**config.mk**
```make
export PLATFORM = sky130hd
export DESIGN_NAME = stepper_phase_sequencer
export DESIGN_NICKNAME = d
export VERILOG_FILES = /design/src/rtl/sps_pkg.sv /design/src/rtl/sps_level_gen.sv /design/src/rtl/stepper_phase_sequencer.sv
export SDC_FILE = /design/constraint.sdc
export NUM_CORES = 1
export LEC_CHECK = 0
export BUFFER_PORTS_ARGS = -buffer_cell sky130_fd_sc_hd__buf_4
export CAP_MARGIN = 10
export CELL_PAD_IN_SITES_DETAIL_PLACEMENT = 1
export CELL_PAD_IN_SITES_GLOBAL_PLACEMENT = 1
export CORE_AREA = 2 2 206 208
export DETAILED_ROUTE_END_ITERATION = 6
export DIE_AREA = 0 0 208 210
export GPL_TIMING_DRIVEN = 0
export PLACE_DENSITY_LB_ADDON = 0.15
export SYNTH_ARGS = -nofsm -noshare
export SYNTH_HDL_FRONTEND = slang
export SYNTH_SLANG_ARGS = --single-unit
```
**constraint.sdc**
```tcl
create_clock -name clk -period 5.25 [get_ports clk]
set_input_delay 1.05 -clock clk [delete_from_list [all_inputs] [get_ports clk]]
set_output_delay 1.05 -clock clk [all_outputs]
set_load 0.005 [all_outputs]
```
**src/rtl/sps_pkg.sv**
```systemverilog
`timescale 1ns / 1ps
// ----------------------------------------------------------------------------
// sps_pkg
// Shared types, constants and drive tables of the stepper phase sequencer:
// full and half step pin tables and the quarter-wave sine ROM.
// ----------------------------------------------------------------------------
package sps_pkg;

    // Field widths
    localparam int PERIOD_WIDTH    = 16;
    localparam int COUNT_WIDTH     = 16;
    localparam int PHASE_WIDTH     = 8;
    localparam int LEVEL_WIDTH     = 8;
    localparam int CFG_INDEX_WIDTH = 2;

    // Microstep resolution: the ROM covers 4 << ROM_SCALER phases per turn
    localparam int MAX_SCALER = 6;
    localparam int ROM_SCALER = 6;

    // Reset value of the step period
    localparam logic [PERIOD_WIDTH-1:0] PERIOD_RESET = PERIOD_WIDTH'(1000);

    // Opcodes
    localparam logic OP_TICK  = 1'b0;
    localparam logic OP_START = 1'b1;

    // Configuration register indexes
    typedef logic [CFG_INDEX_WIDTH-1:0] cfg_index_t;
    localparam cfg_index_t CFG_DRIVE_MODE = 2'd0;
    localparam cfg_index_t CFG_SCALER     = 2'd1;
    localparam cfg_index_t CFG_PERIOD     = 2'd2;

    // Drive modes; the unused code drives as microstep
    typedef enum logic [1:0] {
        MODE_FULL  = 2'd0,
        MODE_HALF  = 2'd1,
        MODE_MICRO = 2'd2
    } drive_mode_t;

    // Pin levels of one drive state
    typedef struct packed {
        logic [LEVEL_WIDTH-1:0] a;
        logic [LEVEL_WIDTH-1:0] not_a;
        logic [LEVEL_WIDTH-1:0] b;
        logic [LEVEL_WIDTH-1:0] not_b;
    } levels_t;

    // What the level generator needs to know about one drive state
    typedef struct packed {
        logic [1:0]             mode;
        logic [2:0]             scaler;
        logic                   reverse;
        logic [PHASE_WIDTH-1:0] phase;
    } drive_ctrl_t;

    localparam logic [LEVEL_WIDTH-1:0] LVL_H = 8'd255;
    localparam logic [LEVEL_WIDTH-1:0] LVL_L = 8'd0;

    // Full step pin table, active low
    function automatic levels_t full_levels(input logic [1:0] e);
        levels_t lv;
        case (e)
            2'd0:    lv = '{LVL_L, LVL_H, LVL_L, LVL_H};
            2'd1:    lv = '{LVL_L, LVL_H, LVL_H, LVL_L};
            2'd2:    lv = '{LVL_H, LVL_L, LVL_H, LVL_L};
            default: lv = '{LVL_H, LVL_L, LVL_L, LVL_H};
        endcase
        return lv;
    endfunction

    // Half step pin table, active low
    function automatic levels_t half_levels(input logic [2:0] e);
        levels_t lv;
        case (e)
            3'd0:    lv = '{LVL_H, LVL_H, LVL_H, LVL_L};
            3'd1:    lv = '{LVL_H, LVL_L, LVL_H, LVL_L};
            3'd2:    lv = '{LVL_H, LVL_L, LVL_H, LVL_H};
            3'd3:    lv = '{LVL_H, LVL_L, LVL_L, LVL_H};
            3'd4:    lv = '{LVL_H, LVL_H, LVL_L, LVL_H};
            3'd5:    lv = '{LVL_L, LVL_H, LVL_L, LVL_H};
            3'd6:    lv = '{LVL_L, LVL_H, LVL_H, LVL_H};
            default: lv = '{LVL_L, LVL_H, LVL_H, LVL_L};
        endcase
        return lv;
    endfunction

    // Quarter wave: truncated 255*sin(2*pi*r/256), r = 0..64
    function automatic logic [LEVEL_WIDTH-1:0] quarter_sin(input logic [6:0] r);
        logic [LEVEL_WIDTH-1:0] v;
        case (r)
            7'd0:  v = 8'd0;   7'd1:  v = 8'd6;   7'd2:  v = 8'd12;  7'd3:  v = 8'd18;
            7'd4:  v = 8'd24;  7'd5:  v = 8'd31;  7'd6:  v = 8'd37;  7'd7:  v = 8'd43;
            7'd8:  v = 8'd49;  7'd9:  v = 8'd55;  7'd10: v = 8'd61;  7'd11: v = 8'd68;
            7'd12: v = 8'd74;  7'd13: v = 8'd79;  7'd14: v = 8'd85;  7'd15: v = 8'd91;
            7'd16: v = 8'd97;  7'd17: v = 8'd103; 7'd18: v = 8'd109; 7'd19: v = 8'd114;
            7'd20: v = 8'd120; 7'd21: v = 8'd125; 7'd22: v = 8'd131; 7'd23: v = 8'd136;
            7'd24: v = 8'd141; 7'd25: v = 8'd146; 7'd26: v = 8'd151; 7'd27: v = 8'd156;
            7'd28: v = 8'd161; 7'd29: v = 8'd166; 7'd30: v = 8'd171; 7'd31: v = 8'd175;
            7'd32: v = 8'd180; 7'd33: v = 8'd184; 7'd34: v = 8'd188; 7'd35: v = 8'd193;
            7'd36: v = 8'd197; 7'd37: v = 8'd201; 7'd38: v = 8'd204; 7'd39: v = 8'd208;
            7'd40: v = 8'd212; 7'd41: v = 8'd215; 7'd42: v = 8'd218; 7'd43: v = 8'd221;
            7'd44: v = 8'd224; 7'd45: v = 8'd227; 7'd46: v = 8'd230; 7'd47: v = 8'd233;
            7'd48: v = 8'd235; 7'd49: v = 8'd237; 7'd50: v = 8'd240; 7'd51: v = 8'd242;
            7'd52: v = 8'd244; 7'd53: v = 8'd245; 7'd54: v = 8'd247; 7'd55: v = 8'd248;
            7'd56: v = 8'd250; 7'd57: v = 8'd251; 7'd58: v = 8'd252; 7'd59: v = 8'd253;
            7'd60: v = 8'd253; 7'd61: v = 8'd254; 7'd62: v = 8'd254; 7'd63: v = 8'd254;
            default: v = 8'd255;
        endcase
        return v;
    endfunction

endpackage

```
**src/rtl/sps_level_gen.sv**
```systemverilog
`timescale 1ns / 1ps
// ----------------------------------------------------------------------------
// sps_level_gen
// Pin levels of one drive state: full and half step table lookup, or sine
// microstep with the cosine on coil A and the sine on coil B (swapped on
// reverse), split by sign into high and low side and driven active low.
// ----------------------------------------------------------------------------
module sps_level_gen (
    input  sps_pkg::drive_ctrl_t ctrl,
    output sps_pkg::levels_t     levels
);
    import sps_pkg::*;

    logic [1:0]             full_entry;
    logic [2:0]             half_entry;
    logic [2:0]             scaler_sat;
    logic [2:0]             phase_shift;
    logic [PHASE_WIDTH-1:0] rom_phase;
    logic [PHASE_WIDTH-1:0] cos_phase;
    logic [LEVEL_WIDTH-1:0] cos_mag;
    logic [LEVEL_WIDTH-1:0] sin_mag;
    logic [LEVEL_WIDTH-1:0] cos_hi;
    logic [LEVEL_WIDTH-1:0] cos_lo;
    logic [LEVEL_WIDTH-1:0] sin_hi;
    logic [LEVEL_WIDTH-1:0] sin_lo;
    levels_t                micro_levels;

    // Forward moves walk the tables backwards
    assign full_entry = ctrl.reverse ? ctrl.phase[1:0] : ~ctrl.phase[1:0];
    assign half_entry = ctrl.reverse ? ctrl.phase[2:0] : ~ctrl.phase[2:0];

    // Saturate the scaler and spread the phase over the full ROM turn
    assign scaler_sat  = (ctrl.scaler > 3'(MAX_SCALER)) ? 3'(MAX_SCALER) : ctrl.scaler;
    assign phase_shift = 3'(ROM_SCALER) - scaler_sat;
    assign rom_phase   = ctrl.phase << phase_shift;
    assign cos_phase   = rom_phase + 8'd64;

    // Mirror odd quadrants in the quarter-wave ROM
    assign cos_mag = cos_phase[6] ? quarter_sin(7'd64 - {1'b0, cos_phase[5:0]})
                                  : quarter_sin({1'b0, cos_phase[5:0]});
    assign sin_mag = rom_phase[6] ? quarter_sin(7'd64 - {1'b0, rom_phase[5:0]})
                                  : quarter_sin({1'b0, rom_phase[5:0]});

    // Split by sign: upper half-turn goes to the low side
    assign cos_hi = cos_phase[7] ? LVL_L : cos_mag;
    assign cos_lo = cos_phase[7] ? cos_mag : LVL_L;
    assign sin_hi = rom_phase[7] ? LVL_L : sin_mag;
    assign sin_lo = rom_phase[7] ? sin_mag : LVL_L;

    // Invert for active low drive, swap coils on reverse
    always_comb
    begin
        if (ctrl.reverse)
        begin
            micro_levels = '{~sin_hi, ~sin_lo, ~cos_hi, ~cos_lo};
        end
        else
        begin
            micro_levels = '{~cos_hi, ~cos_lo, ~sin_hi, ~sin_lo};
        end
    end

    // Select by drive mode
    always_comb
    begin
        case (ctrl.mode)
            MODE_FULL: levels = full_levels(full_entry);
            MODE_HALF: levels = half_levels(half_entry);
            default:   levels = micro_levels;
        endcase
    end

endmodule

```
**src/rtl/stepper_phase_sequencer.sv**
```systemverilog
`timescale 1ns / 1ps
// ----------------------------------------------------------------------------
// stepper_phase_sequencer
// Full step, half step and sine microstep phase sequencer for a two-coil
// stepper motor, driven by start and tick transactions.
// ----------------------------------------------------------------------------
// The block takes one transaction per clock cycle. A start transaction
// launches a move and its first drive state is registered into the result
// buffer at acceptance; each tick transaction that completes a step period
// does the same with the next state. All of the work for a transaction is
// done in the cycle of acceptance, between the move state registers and a
// two-entry result buffer, so the input stays ready while one result waits
// downstream and stalls only when both entries are full. Configuration
// writes are taken in any cycle (cfg_ready is high).
module stepper_phase_sequencer (
    input  logic                                  clk,
    input  logic                                  rst_n,
    // Item input
    input  logic                                  in_valid,
    output logic                                  in_ready,
    input  logic                                  opcode,
    input  logic signed [sps_pkg::COUNT_WIDTH-1:0] move_steps,
    // Result output
    output logic                                  out_valid,
    input  logic                                  out_ready,
    output logic [sps_pkg::LEVEL_WIDTH-1:0]       level_a,
    output logic [sps_pkg::LEVEL_WIDTH-1:0]       level_not_a,
    output logic [sps_pkg::LEVEL_WIDTH-1:0]       level_b,
    output logic [sps_pkg::LEVEL_WIDTH-1:0]       level_not_b,
    output logic                                  last_state,
    // Configuration write
    input  logic                                  cfg_valid,
    output logic                                  cfg_ready,
    input  sps_pkg::cfg_index_t                   cfg_index,
    input  logic [sps_pkg::PERIOD_WIDTH-1:0]      cfg_data
);
    import sps_pkg::*;

    // Configuration registers
    logic [1:0]              drive_mode_reg;
    logic [2:0]              scaler_reg;
    logic [PERIOD_WIDTH-1:0] step_period_reg;

    // Move state
    logic                    busy_reg,        busy_next;
    logic                    reverse_reg,     reverse_next;
    logic [PHASE_WIDTH-1:0]  phase_index_reg, phase_index_next;
    logic [COUNT_WIDTH-1:0]  states_left_reg, states_left_next;
    logic [PERIOD_WIDTH-1:0] tick_count_reg,  tick_count_next;

    // Result buffer
    logic                    out_valid_reg;
    levels_t                 out_levels_reg;
    logic                    out_last_reg;
    logic                    skid_valid_reg;
    levels_t                 skid_levels_reg;
    logic                    skid_last_reg;

    logic                    in_accept;
    logic                    emit;
    logic                    emit_last;
    drive_ctrl_t             emit_ctrl;
    levels_t                 emit_levels;
    logic [COUNT_WIDTH-1:0]  steps_raw;
    logic [COUNT_WIDTH-1:0]  start_mag;
    logic [PERIOD_WIDTH-1:0] period_eff;
    logic [PERIOD_WIDTH-1:0] tick_inc;
    logic [COUNT_WIDTH-1:0]  states_dec;

    assign in_ready  = ~skid_valid_reg;
    assign in_accept = in_valid & in_ready;
    assign cfg_ready = 1'b1;

    // Hold configuration; unknown indexes are dropped
    always_ff @(posedge clk or negedge rst_n)
    begin
        if (!rst_n)
        begin
            drive_mode_reg  <= MODE_FULL;
            scaler_reg      <= '0;
            step_period_reg <= PERIOD_RESET;
        end
        else if (cfg_valid && cfg_ready)
        begin
            case (cfg_index)
                CFG_DRIVE_MODE: drive_mode_reg  <= cfg_data[1:0];
                CFG_SCALER:     scaler_reg      <= cfg_data[2:0];
                CFG_PERIOD:     step_period_reg <= cfg_data;
                default:        ;
            endcase
        end
    end

    // Magnitude of the count; the most negative count maps onto itself
    assign steps_raw  = move_steps;
    assign start_mag  = steps_raw[COUNT_WIDTH-1] ? (~steps_raw + 1'b1) : steps_raw;
    assign period_eff = (step_period_reg == '0) ? PERIOD_WIDTH'(1) : step_period_reg;
    assign tick_inc   = tick_count_reg + 1'b1;
    assign states_dec = states_left_reg - 1'b1;

    // Advance the move on start and tick transactions
    always_comb
    begin
        busy_next        = busy_reg;
        reverse_next     = reverse_reg;
        phase_index_next = phase_index_reg;
        states_left_next = states_left_reg;
        tick_count_next  = tick_count_reg;
        emit             = 1'b0;
        emit_last        = 1'b0;
        emit_ctrl.mode    = drive_mode_reg;
        emit_ctrl.scaler  = scaler_reg;
        emit_ctrl.reverse = reverse_reg;
        emit_ctrl.phase   = phase_index_reg;
        if (in_accept)
        begin
            if (opcode == OP_START)
            begin
                if (!busy_reg && steps_raw != '0)
                begin
                    reverse_next      = steps_raw[COUNT_WIDTH-1];
                    states_left_next  = start_mag;
                    tick_count_next   = '0;
                    busy_next         = 1'b1;
                    phase_index_next  = PHASE_WIDTH'(1);
                    emit              = 1'b1;
                    emit_ctrl.reverse = steps_raw[COUNT_WIDTH-1];
                    emit_ctrl.phase   = '0;
                end
            end
            else if (busy_reg)
            begin
                if (tick_inc != '0 && tick_inc < period_eff)
                begin
                    tick_count_next = tick_inc;
                end
                else
                begin
                    tick_count_next  = '0;
                    states_left_next = states_dec;
                    busy_next        = (states_dec != '0);
                    phase_index_next = phase_index_reg + 1'b1;
                    emit             = 1'b1;
                    emit_last        = (states_dec == '0);
                end
            end
        end
    end

    always_ff @(posedge clk or negedge rst_n)
    begin
        if (!rst_n)
        begin
            busy_reg        <= 1'b0;
            reverse_reg     <= 1'b0;
            phase_index_reg <= '0;
            states_left_reg <= '0;
            tick_count_reg  <= '0;
        end
        else
        begin
            busy_reg        <= busy_next;
            reverse_reg     <= reverse_next;
            phase_index_reg <= phase_index_next;
            states_left_reg <= states_left_next;
            tick_count_reg  <= tick_count_next;
        end
    end

    sps_level_gen u_level_gen (
        .ctrl   (emit_ctrl),
        .levels (emit_levels)
    );

    // Result buffer: output register plus one skid entry
    always_ff @(posedge clk or negedge rst_n)
    begin
        if (!rst_n)
        begin
            out_valid_reg  <= 1'b0;
            skid_valid_reg <= 1'b0;
        end
        else if (!out_valid_reg || out_ready)
        begin
            out_valid_reg  <= skid_valid_reg | emit;
            skid_valid_reg <= 1'b0;
        end
        else if (emit)
        begin
            skid_valid_reg <= 1'b1;
        end
    end

    always_ff @(posedge clk)
    begin
        if (!out_valid_reg || out_ready)
        begin
            if (skid_valid_reg)
            begin
                out_levels_reg <= skid_levels_reg;
                out_last_reg   <= skid_last_reg;
            end
            else
            begin
                out_levels_reg <= emit_levels;
                out_last_reg   <= emit_last;
            end
        end
        else if (emit)
        begin
            skid_levels_reg <= emit_levels;
            skid_last_reg   <= emit_last;
        end
    end

    assign out_valid   = out_valid_reg;
    assign level_a     = out_levels_reg.a;
    assign level_not_a = out_levels_reg.not_a;
    assign level_b     = out_levels_reg.b;
    assign level_not_b = out_levels_reg.not_b;
    assign last_state  = out_last_reg;

`ifndef NO_ASSERTIONS
    // The skid entry only fills behind a held output
    a_skid_behind_out: assert property (@(posedge clk) disable iff (!rst_n)
        skid_valid_reg |-> out_valid_reg)
        else $error("skid entry valid while output register empty");

    // A running move always has states to come
    a_busy_has_states: assert property (@(posedge clk) disable iff (!rst_n)
        busy_reg |-> (states_left_reg != '0))
        else $error("busy with no states left");

    // The final state ends the move
    a_last_ends_move: assert property (@(posedge clk) disable iff (!rst_n)
        (emit && emit_last) |=> !busy_reg)
        else $error("move still busy after final state");

    // Nothing is emitted while idle unless a start arrives
    a_idle_emit_start: assert property (@(posedge clk) disable iff (!rst_n)
        (emit && !busy_reg) |-> (opcode == OP_START))
        else $error("state emitted while idle without a start");
`endif

endmodule

```
==> impl_results.md, run 1 <==
- Final setup viols: 0
- Part of the Yosys area used for sequential elements: 0.353
- GP Congestion: 0.823
- Final WL: roughly 40000 um
- Top-count cell post-synth: nand2_1
- Synth cell types: just over 90
- Mapped Cells: between 1000 and 1500
- Most used cell, CP: buf_4
- Share of the synthesized area in the top cell type: 0.193
- Worst Path Required: 5.45 ns
- DIE WIDTH: ~210 um
- Io pins: 76
- Hold Path Depth: 1
- Max reg flops: 32
- Top FF cell, synth: edfxtp_1
- Vias in the first global route: between 10000 and 15000
- First-pass DRT Iterations: 5
- Dominant cells by area after synthesis: edfxtp_1, dfrtp_1, ha_1
- Cell area power density: ~610 mW/mm2
- Via Count: 9889
- Worst slew pin tran: 1.02 ns
- Setup crit start kind: input port
- Ant. Diodes: 0
- Worst hold slack: 0.534 ns
- Die Area: ~0.044 mm2
- Wire per inst: ~22 um
- Die Y: approximately 210 um
- # Max-Cap Violations: 0
- Hold path endpoint: level_b[7]
- Worst vdd ir: 0.296 mV
- Most frequent cells after synthesis: nand2_1, nor2_1, a21oi_1, clkbuf_1, edfxtp_1
- Leakage: roughly 4.8 nW
- Yosys warns: 0
- Final Max Tran Viols: 0
- Gr usage total: 0.184
- Drt drc: 0
- Clock H-tree levels: 4
- Reg2reg path depth: 19
- Placed cell areas: between 0.01 and 0.015 mm2
- Finished Core Util: 0.299
- CTS sink count: 131
- RSZ-0062 raised after global routing: false
- Worst r2r dst: level_b[3]
- Initial antenna violation count: 0
- Worst-skew pair later-pin latency: between 0.4 and 0.5 ns
- Total power: ~0.0076 W
- Clk root buf: clkbuf_16
- Final Cycle Share: 0.960
- Fillers: 4869
- Worst setup path class: input port to flop
- Worst Path Buf+Inv: 5
- Post-DP HPWL: roughly 30000 um
- Share of cells above drive strength 1: 0.181
- Number of DRC violations after detailed-routing iteration 0: between 600 and 700
- Syn_nets: 1235
- Port Buf Inserts: 73
- Crit path max fanout: 7
- GRT Residual Overflow: 0
- Num CTS Buffers: 17
- Fmax achieved: about 0.20 GHz
- CTS max path bufs: 2
- Register bit count reported by yosys: 131
- HP Start: skid_levels_reg[15]
- Reg-to-reg startpoint: scaler_reg[2]
- Final Instance Area: around 0.012 mm2
- Post-Syn Area: 0.0103 mm2
- Vias/cell: around 5.5
- Clk_skew: around 0.011 ns
- Status: finished, final reports clean
- Worst Hold Class: flop to flop
- Flop-to-flop setup slack: approximately 0.22 ns
- Initial Utilization: 0.247
- Core area: between 0.04 and 0.05 mm2
- CP top delay family: simple AND/OR/NAND/NOR gates
- TritonCTS clock tree: yes
- First-pass GRT wire length: ~62000 um
- Yosys top cell by area: edfxtp_1
- Final hold vios: 0
- Largest net degree at the start of global routing: 66
- Worst-path clk slew: around 0.070 ns
- Post-route ant nets: 0
- Syn Area/Cell: about 8.8 um2
- CP cell instances: buf_4 -> inv_1 -> ha_1 -> nor4b_1 -> nand4_1 -> buf_4 -> buf_4 -> a21oi_1 -> o2bb2ai_1 -> inv_1 -> ha_1 -> or3_1 -> o211ai_1 -> a31oi_1 -> nor2_2 -> nor2_1 -> a2111oi_2
- Crit path arrival time: approximately 5.2 ns
- Post-synth EDFFs: 66
- Period minus WS final: between 5 and 6 ns
- Rows: 75
- Ys async rst share: 0.496
- Worst setup EP type: flop
- CP max stage cell: a2111oi_2
- Critical Path Max Stage Delay: ~0.63 ns
- # hold bufs at CTS: 0
- Worst relative slew slack: 0.318
- Syn-to-layout area delta: 20.9%
- Fin nets: 1336
-- kinds of logic after synthesis --
group	after synthesis	share of synthesized area
xor+xnor	41	0.0358
buf+inv	134	0.0519
mux	57	0.0638
other cells	1	0.000366
flops	131	0.353
compound gates	373	0.266
simple gates	390	0.188
fa+ha+maj	34	0.0415
-- layout make-up --
type                            count  area [um2]  area share
Multi-Input combinational cell    897        6340       0.511
Sequential cell                   131        3620       0.292
Tap cell                          539         674      0.0544
Timing Repair Buffer               82         636      0.0513
Clock buffer                       17         425      0.0343
Buffer                             86         365      0.0295
Inverter                           47         183      0.0147
Clock inverter                     13         159      0.0128
-- through the flow --
step | setup TNS [ns] | cells | setup slack [ns]
4_1_cts | 0 | 1811 | 0.0177
6_report | 0 | 1812 | 0.211
5_1_grt | 0 | 1812 | 0.0118
3_5_place_dp | -99.58 | 1774 | -1.88
3_3_place_gp | -140.81 | 1773 | -2.10
2_1_floorplan | 0 | 1161 | 0.269
-- metal layers --
layer,track usage,vias up,routed length [um]
met1,0.241,5013,18400
met3,0.0305,38,1340
met2,0.311,178,19400
li1,-,4660,-
met5,0,-,0
met4,0.0580,0,804
-- timing repair --
| action | in CTS | in global routing |
|---|---|---|
| pin swaps | 6 | 3 |
| setup endpoints to repair | 97 | 90 |
| buffers inserted | 7 | 1 |
| cloned | 0 | 1 |
| resized for setup | 38 | 14 |
-- cell usage in the layout, fill, tap and decap left out, drive strengths merged, types with 14 or more instances in the layout --
cell type,n
a211oi,15
a21oi,72
a2bb2oi,15
a31oi,14
a32o,15
buf,98
clkbuf,87
dfrtp,59
edfxtp,66
ha,34
inv,46
mux2,37
mux2i,17
nand2,101
nand3,36
nand4,14
nor2,97
nor3,44
nor4,16
o211ai,17
o21ai,57
o221ai,14
o311ai,18
o31ai,28
or3,15
xnor2,18
xor2,23
-- power by group --
group          total (W)  leakage, nW  switching [W]  internal, W
logic            0.00481         3.03        0.00310      0.00171
registers        0.00154         1.47       0.000107      0.00143
clock network    0.00124        0.283       0.000497     0.000739
-- worst max-delay path by stage --
| stage | slack (ns) | to | from | cells after the start |
|---|---|---|---|---|
| 3_3_place_gp | -2.10 | level_b[0] | scaler_reg[0] | 21 |
| 5_1_grt | 0.01 | level_b[3] | move_steps[1] | 17 |
| 6_report | 0.21 | level_b[3] | move_steps[1] | 17 |
| 3_5_place_dp | -1.88 | level_b[3] | move_steps[1] | 17 |
| 4_1_cts | 0.02 | level_b[3] | move_steps[1] | 17 |
| 2_1_floorplan | 0.27 | skid_levels_reg[9] | scaler_reg[2] | 21 |
No activity file was read; power rests on OpenSTA's default activity.
==> run 2: changes to the inputs <==
CORE_AREA = 2 2 154 156   (was 2 2 206 208)
DIE_AREA = 0 0 156 158   (was 0 0 208 210)
clock period = 6.2 ns   (was 5.25 ns; I/O delays follow)
==> run 2 against run 1 <==
  * Critical path depth grew 3
  * Non-clock buffer count shrank 4
  * Global-route usage grew 10 points
  * Via count grew 3.3%
  * Total power shrank 20%
  * Setup slack gained 0.089 ns
  * Cell count shrank 14%
  * Critical endpoint unchanged
==> impl_results.md, run 2 (same netlist as run 1, synthesis figures left out) <==
- Vias/cell: 6.55
- Ant. Diodes: 0
- Period minus WS final: between 5 and 6 ns
- Flop-to-flop setup slack: 0.30 ns
- Clock H-tree levels: 4
- Setup crit start kind: flop
- Gr usage total: 0.286
- Syn-to-layout area delta: 15.6%
- Commonest cells after routing, fill and taps aside: nand2_1, nor2_1, buf_4
- Total power: 0.00606 W
- Worst setup path class: flop to flop
- Clk root buf: clkbuf_16
- CTS max path bufs: 2
- Post-route ant nets: 0
- DIE WIDTH: between 150 and 200 um
- Via Count: just over 10000
- GRT Residual Overflow: 0
- Rows: 56
- Finished Core Util: 0.514
- Die Area: between 0.02 and 0.025 mm2
- TritonCTS clock tree: yes
- Worst Path Required: 6.37 ns
- Final Cycle Share: 0.952
- Worst r2r dst: level_b[3]
- Crit path max fanout: 19
- # Max-Cap Violations: 0
- CTS sink count: 131
- CP top delay family: buffers and inverters
- Post-DP HPWL: between 20000 and 30000 um
- Share of cells above drive strength 1: 0.161
- Fmax achieved: about 0.17 GHz
- Largest net degree at the start of global routing: 66
- Vias in the first global route: 9976
- Reg2reg path depth: 20
- Leakage: 4.72 nW
- Cell area power density: roughly 500 mW/mm2
- Crit path arrival time: between 6 and 7 ns
- Hold Path Depth: 1
- Initial Utilization: 0.445
- Initial antenna violation count: 1
- Final Max Tran Viols: 0
- Reg-to-reg startpoint: scaler_reg[0]
- RSZ-0062 raised after global routing: false
- CP max stage cell: a2111oi_1
- Port Buf Inserts: 73
- First-pass DRT Iterations: 5
- Wire per inst: between 20 and 25 um
- Max reg flops: 32
- First-pass GRT wire length: 55000 um
- Worst Path Buf+Inv: 8
- Fillers: 2704
- Worst-skew pair later-pin latency: between 0.4 and 0.5 ns
- Drt drc: 0
- Worst hold slack: ~0.53 ns
- Critical Path Max Stage Delay: approximately 0.53 ns
- Number of DRC violations after detailed-routing iteration 0: 710
- Worst-path clk slew: 0.07 ns
- Most used cell, CP: ha_1
- Num CTS Buffers: 17
- Final setup viols: 0
- Worst vdd ir: approximately 0.22 mV
- Worst relative slew slack: 0.337
- Fin nets: 1331
- Most common cell after layout, fill and taps aside: nand2_1
- Status: finished, final reports clean
- # hold bufs at CTS: 0
- GP Congestion: about 0.9
- Die Y: 158 um
- Final WL: 35300 um
- Io pins: 76
- HP Start: skid_levels_reg[15]
- Core area: between 0.02 and 0.025 mm2
- Worst slew pin tran: 0.995 ns
- Hold path endpoint: level_b[7]
- CP cell instances: a21bo_4 -> inv_2 -> buf_6 -> buf_2 -> ha_1 -> buf_2 -> nand2_1 -> o32ai_2 -> buf_4 -> nand2_1 -> ha_1 -> inv_1 -> ha_1 -> clkbuf_2 -> clkbuf_1 -> nor3_1 -> mux2i_1 -> a311oi_4 -> nor4_1 -> a2111oi_1
- Worst setup EP type: flop
- Clk_skew: between 0.01 and 0.015 ns
- Worst Hold Class: flop to flop
- Final Instance Area: around 0.012 mm2
- Final hold vios: 0
- Placed cell areas: between 0.01 and 0.015 mm2
[run 2: changes by cell type in the layout (fill, tap and decap cells not counted), moves of 3 or more]
| cell | before | now |
|---|---|---|
| buf_4 | 84 | 78 |
| clkinv_8 | 0 | 3 |
| clkbuf_1 | 65 | 68 |
| ha_1 | 31 | 34 |
| bufinv_16 | 3 | 0 |
| inv_8 | 0 | 4 |
| clkinv_2 | 3 | 0 |
[run 2: routing by layer]
metal | GRT usage | wire length (um) | vias to the layer above
met3 | 0.0405 | 1850 | 62
met5 | 0 | 13 | -
li1 | - | - | 4661
met2 | 0.498 | 17500 | 357
met4 | 0.112 | 1090 | 2
met1 | 0.359 | 14800 | 5137
[run 2: layout make-up]
cell class / instances / area [um2] / area share
Sequential cell: 131 / 3620 / 0.305
Inverter: 47 / 176 / 0.0149
Clock buffer: 17 / 425 / 0.0359
Clock inverter: 15 / 160 / 0.0135
Buffer: 86 / 354 / 0.0299
Multi-Input combinational cell: 896 / 6150 / 0.519
Tap cell: 290 / 363 / 0.0306
Timing Repair Buffer: 78 / 606 / 0.0511
[run 2: worst max path at each step]
stage | from | end | slack (ns) | cells past startpoint
2_1_floorplan | scaler_reg[2] | skid_levels_reg[9] | 1.22 | 21
3_3_place_gp | move_steps[1] | level_b[0] | -0.60 | 18
3_5_place_dp | move_steps[1] | level_b[0] | -0.50 | 18
4_1_cts | move_steps[1] | level_b[3] | 0.06 | 17
5_1_grt | scaler_reg[0] | level_b[3] | 0.05 | 20
6_report | scaler_reg[0] | level_b[3] | 0.30 | 20
[run 2: through the flow]
| step | cells | setup TNS, ns | worst slack, ns |
|---|---|---|---|
| final | 1560 | 0 | 0.299 |
| after global routing | 1560 | 0 | 0.0476 |
| after CTS | 1556 | 0 | 0.0631 |
| after detailed placement | 1525 | -11.47 | -0.497 |
| after global placement | 1524 | -18.63 | -0.597 |
| after floorplan | 1161 | 0 | 1.22 |
[run 2: power by group]
part | total (W) | switching (W) | internal [W]
combinational | 0.00373 | 0.00243 | 0.00131
sequential | 0.00130 | 0.0000888 | 0.00121
clock | 0.00103 | 0.000494 | 0.000537
[run 2: timing repair]
item | in CTS | in global routing
resized for setup | 3 | 7
setup buffers | 0 | 3
pin swaps | 0 | 1
endpoints found under the setup margin | 10 | 35
==> run 3: changes to the inputs <==
CAP_MARGIN = 20   (was 10)
CORE_AREA = 2 2 172 141   (was 2 2 154 156)
DIE_AREA = 0 0 174 143   (was 0 0 156 158)
==> run 3 against run 2 <==
  * Register-to-register slack got worse by 0.05 ns
  * Combinational power is 4% higher
  * Utilization is 0.41 points higher
  * Routed wire length rose by 5.7%
  * Clock-buffer cell count did not move
  * Maximum frequency shrank 1.5%
  * Setup slack worse by 0.087 ns
  * Clock power hardly changed
  * Clock skew increased by 0.0056 ns
  * Cell count grew 1.3%
  * Critical path depth down 5
  * Critical endpoint is now skid_levels_reg[18]
==> impl_results.md, run 3 (same netlist as run 1, synthesis figures left out) <==
- Status: finished, final reports clean
- Total power: slightly above 0.006 W
- Finished Core Util: 0.518
- Worst hold slack: around 0.54 ns
- CTS max path bufs: 2
- Die Area: 0.0249 mm2
- Vias/cell: roughly 6.5
- Syn-to-layout area delta: 16.3%
- Share of cells above drive strength 1: 0.162
- Core area: between 0.02 and 0.025 mm2
- Placed Cells incl. Taps: 1548
- Post-route ant nets: 0
- Clock H-tree levels: 4
- Initial Utilization: 0.445
- Worst relative slew slack: 0.397
- Drt drc: 0
- Metal-1 WL: 17300 um
- Crit path max fanout: 10
- Num CTS Buffers: 17
- TNS Setup: 0 ns
- Final WL: between 30000 and 40000 um
- Worst setup path class: input port to flop
- TritonCTS clock tree: yes
- Io pins: 76
- First-pass GRT wire length: 58900 um
- Crit path arrival time: between 6 and 7 ns
- Worst vdd ir: around 0.24 mV
- Fin nets: approximately 1300
- Met2 wire len: between 15000 and 20000 um
- Clk_skew: between 0.02 and 0.025 ns
- Worst-skew pair later-pin latency: approximately 0.45 ns
- Via Count: 10300
- Die Y: about 140 um
- Final Cycle Share: 0.966
- Vias in the first global route: between 10000 and 15000
- Initial antenna violation count: 0
- CTS sink count: ~130
- Max reg flops: 32
- Max Used Layer: met4
- Post-DP HPWL: roughly 27000 um
- Gr usage total: 0.303
- Final hold vios: 0
- Fmax achieved: roughly 0.17 GHz
- Worst Hold Class: flop to flop
- Setup crit start kind: input port
- Clk root buf: clkbuf_16
- Number of DRC violations after detailed-routing iteration 0: roughly 1000
- Worst setup EP type: flop
- Most common cell after layout, fill and taps aside: nand2_1
- Worst Path Required: between 6 and 7 ns
- GP Congestion: approximately 0.92
- Worst slew pin tran: between 0.9 and 1 ns
- Metal3 WL: about 2900 um
- DIE WIDTH: between 150 and 200 um
- Cell area power density: around 520 mW/mm2
- Final setup viols: 0
- Wire per inst: between 20 and 25 um
- Ant. Diodes: 0
- Largest net degree at the start of global routing: 66
- Final Max Tran Viols: 0
- Worst-path clk slew: roughly 0.070 ns
- GRT Residual Overflow: 0
- Leakage: ~4.7 nW
- RSZ-0062 raised after global routing: false
- Period minus WS final: roughly 6.0 ns
- # Max-Cap Violations: 0
- First-pass DRT Iterations: 6
- Non-Filler Instances: ~1600
- Port Buf Inserts: 73
- Commonest cells after routing, fill and taps aside: nand2_1, nor2_1, buf_4
- Rows: 50
-- run 3: cell types whose count changed in the layout (fill, tap and decap cells not counted), moves of 2 or more --
| cell | delta |
|---|---|
| inv_6 | -2 |
| clkinv_8 | +3 |
| clkinvlp_4 | -2 |
| buf_4 | -3 |
-- run 3: through the flow --
| step | setup slack (ns) | instance area (um2) |
|---|---|---|
| 6_report | 0.212 | 11900 |
| 5_1_grt | 0.0726 | 11900 |
| 4_1_cts | 0.0493 | 11800 |
| 3_5_place_dp | -0.629 | 11200 |
| 3_3_place_gp | -0.793 | 11200 |
| 2_1_floorplan | 1.22 | 10300 |
-- run 3: final timing paths --
path / slack [ns] / startpoint / depth (start not counted) / endpoint
max in group asynchronous: 4.67 / rst_n / 1 / tick_count_reg[10]
min in group asynchronous: 0.88 / rst_n / 1 / states_left_reg[10]
worst min-delay path: 0.54 / step_period_reg[4] / 1 / step_period_reg[4]
worst max-delay path: 0.21 / move_steps[15] / 15 / skid_levels_reg[18]
worst max register to register: 0.25 / scaler_reg[0] / 20 / skid_levels_reg[18]
worst min register to register: 0.54 / step_period_reg[4] / 1 / step_period_reg[4]
-- run 3: worst max-delay path, cell delays in order --
cell	delay, ns
clkbuf_1	0.25
nor4_2	0.49
nand4_1	0.50
a21oi_4	0.45
nand2_1	0.29
ha_1	0.32
inv_1	0.24
ha_1	0.35
inv_1	0.23
nor3_1	0.24
mux2_2	0.35
mux2_1	0.31
o221a_2	0.32
o221ai_1	0.41
nand2_1	0.12
-- run 3: area by class of cell --
class / count / area (um2)
Buffer: 86 / 358
Clock buffer: 17 / 425
Clock inverter: 15 / 188
Fill cell: 2752 / 11100
Inverter: 47 / 176
Multi-Input combinational cell: 896 / 6180
Sequential cell: 131 / 3620
Tap cell: 312 / 390
Timing Repair Buffer: 76 / 588
-- run 3: repair_timing --
item                       CTS  global route
buffers inserted             0             1
gates resized for setup      2            16
cloned                       0             0
pin swaps                    0             3
hold buffers                 0             0
setup endpoints to repair   40            56
-- run 3: power by group --
group	internal (W)	total (W)	switching (W)
sequential	0.00121	0.00131	0.000102
clock	0.000548	0.00105	0.000505
combinational	0.00134	0.00388	0.00254
-- run 3: metal layers --
metal	global-route usage	up-vias
li1	-	4657
met1	0.430	5193
met2	0.464	384
met3	0.0722	55
met4	0.0836	0
met5	0	-
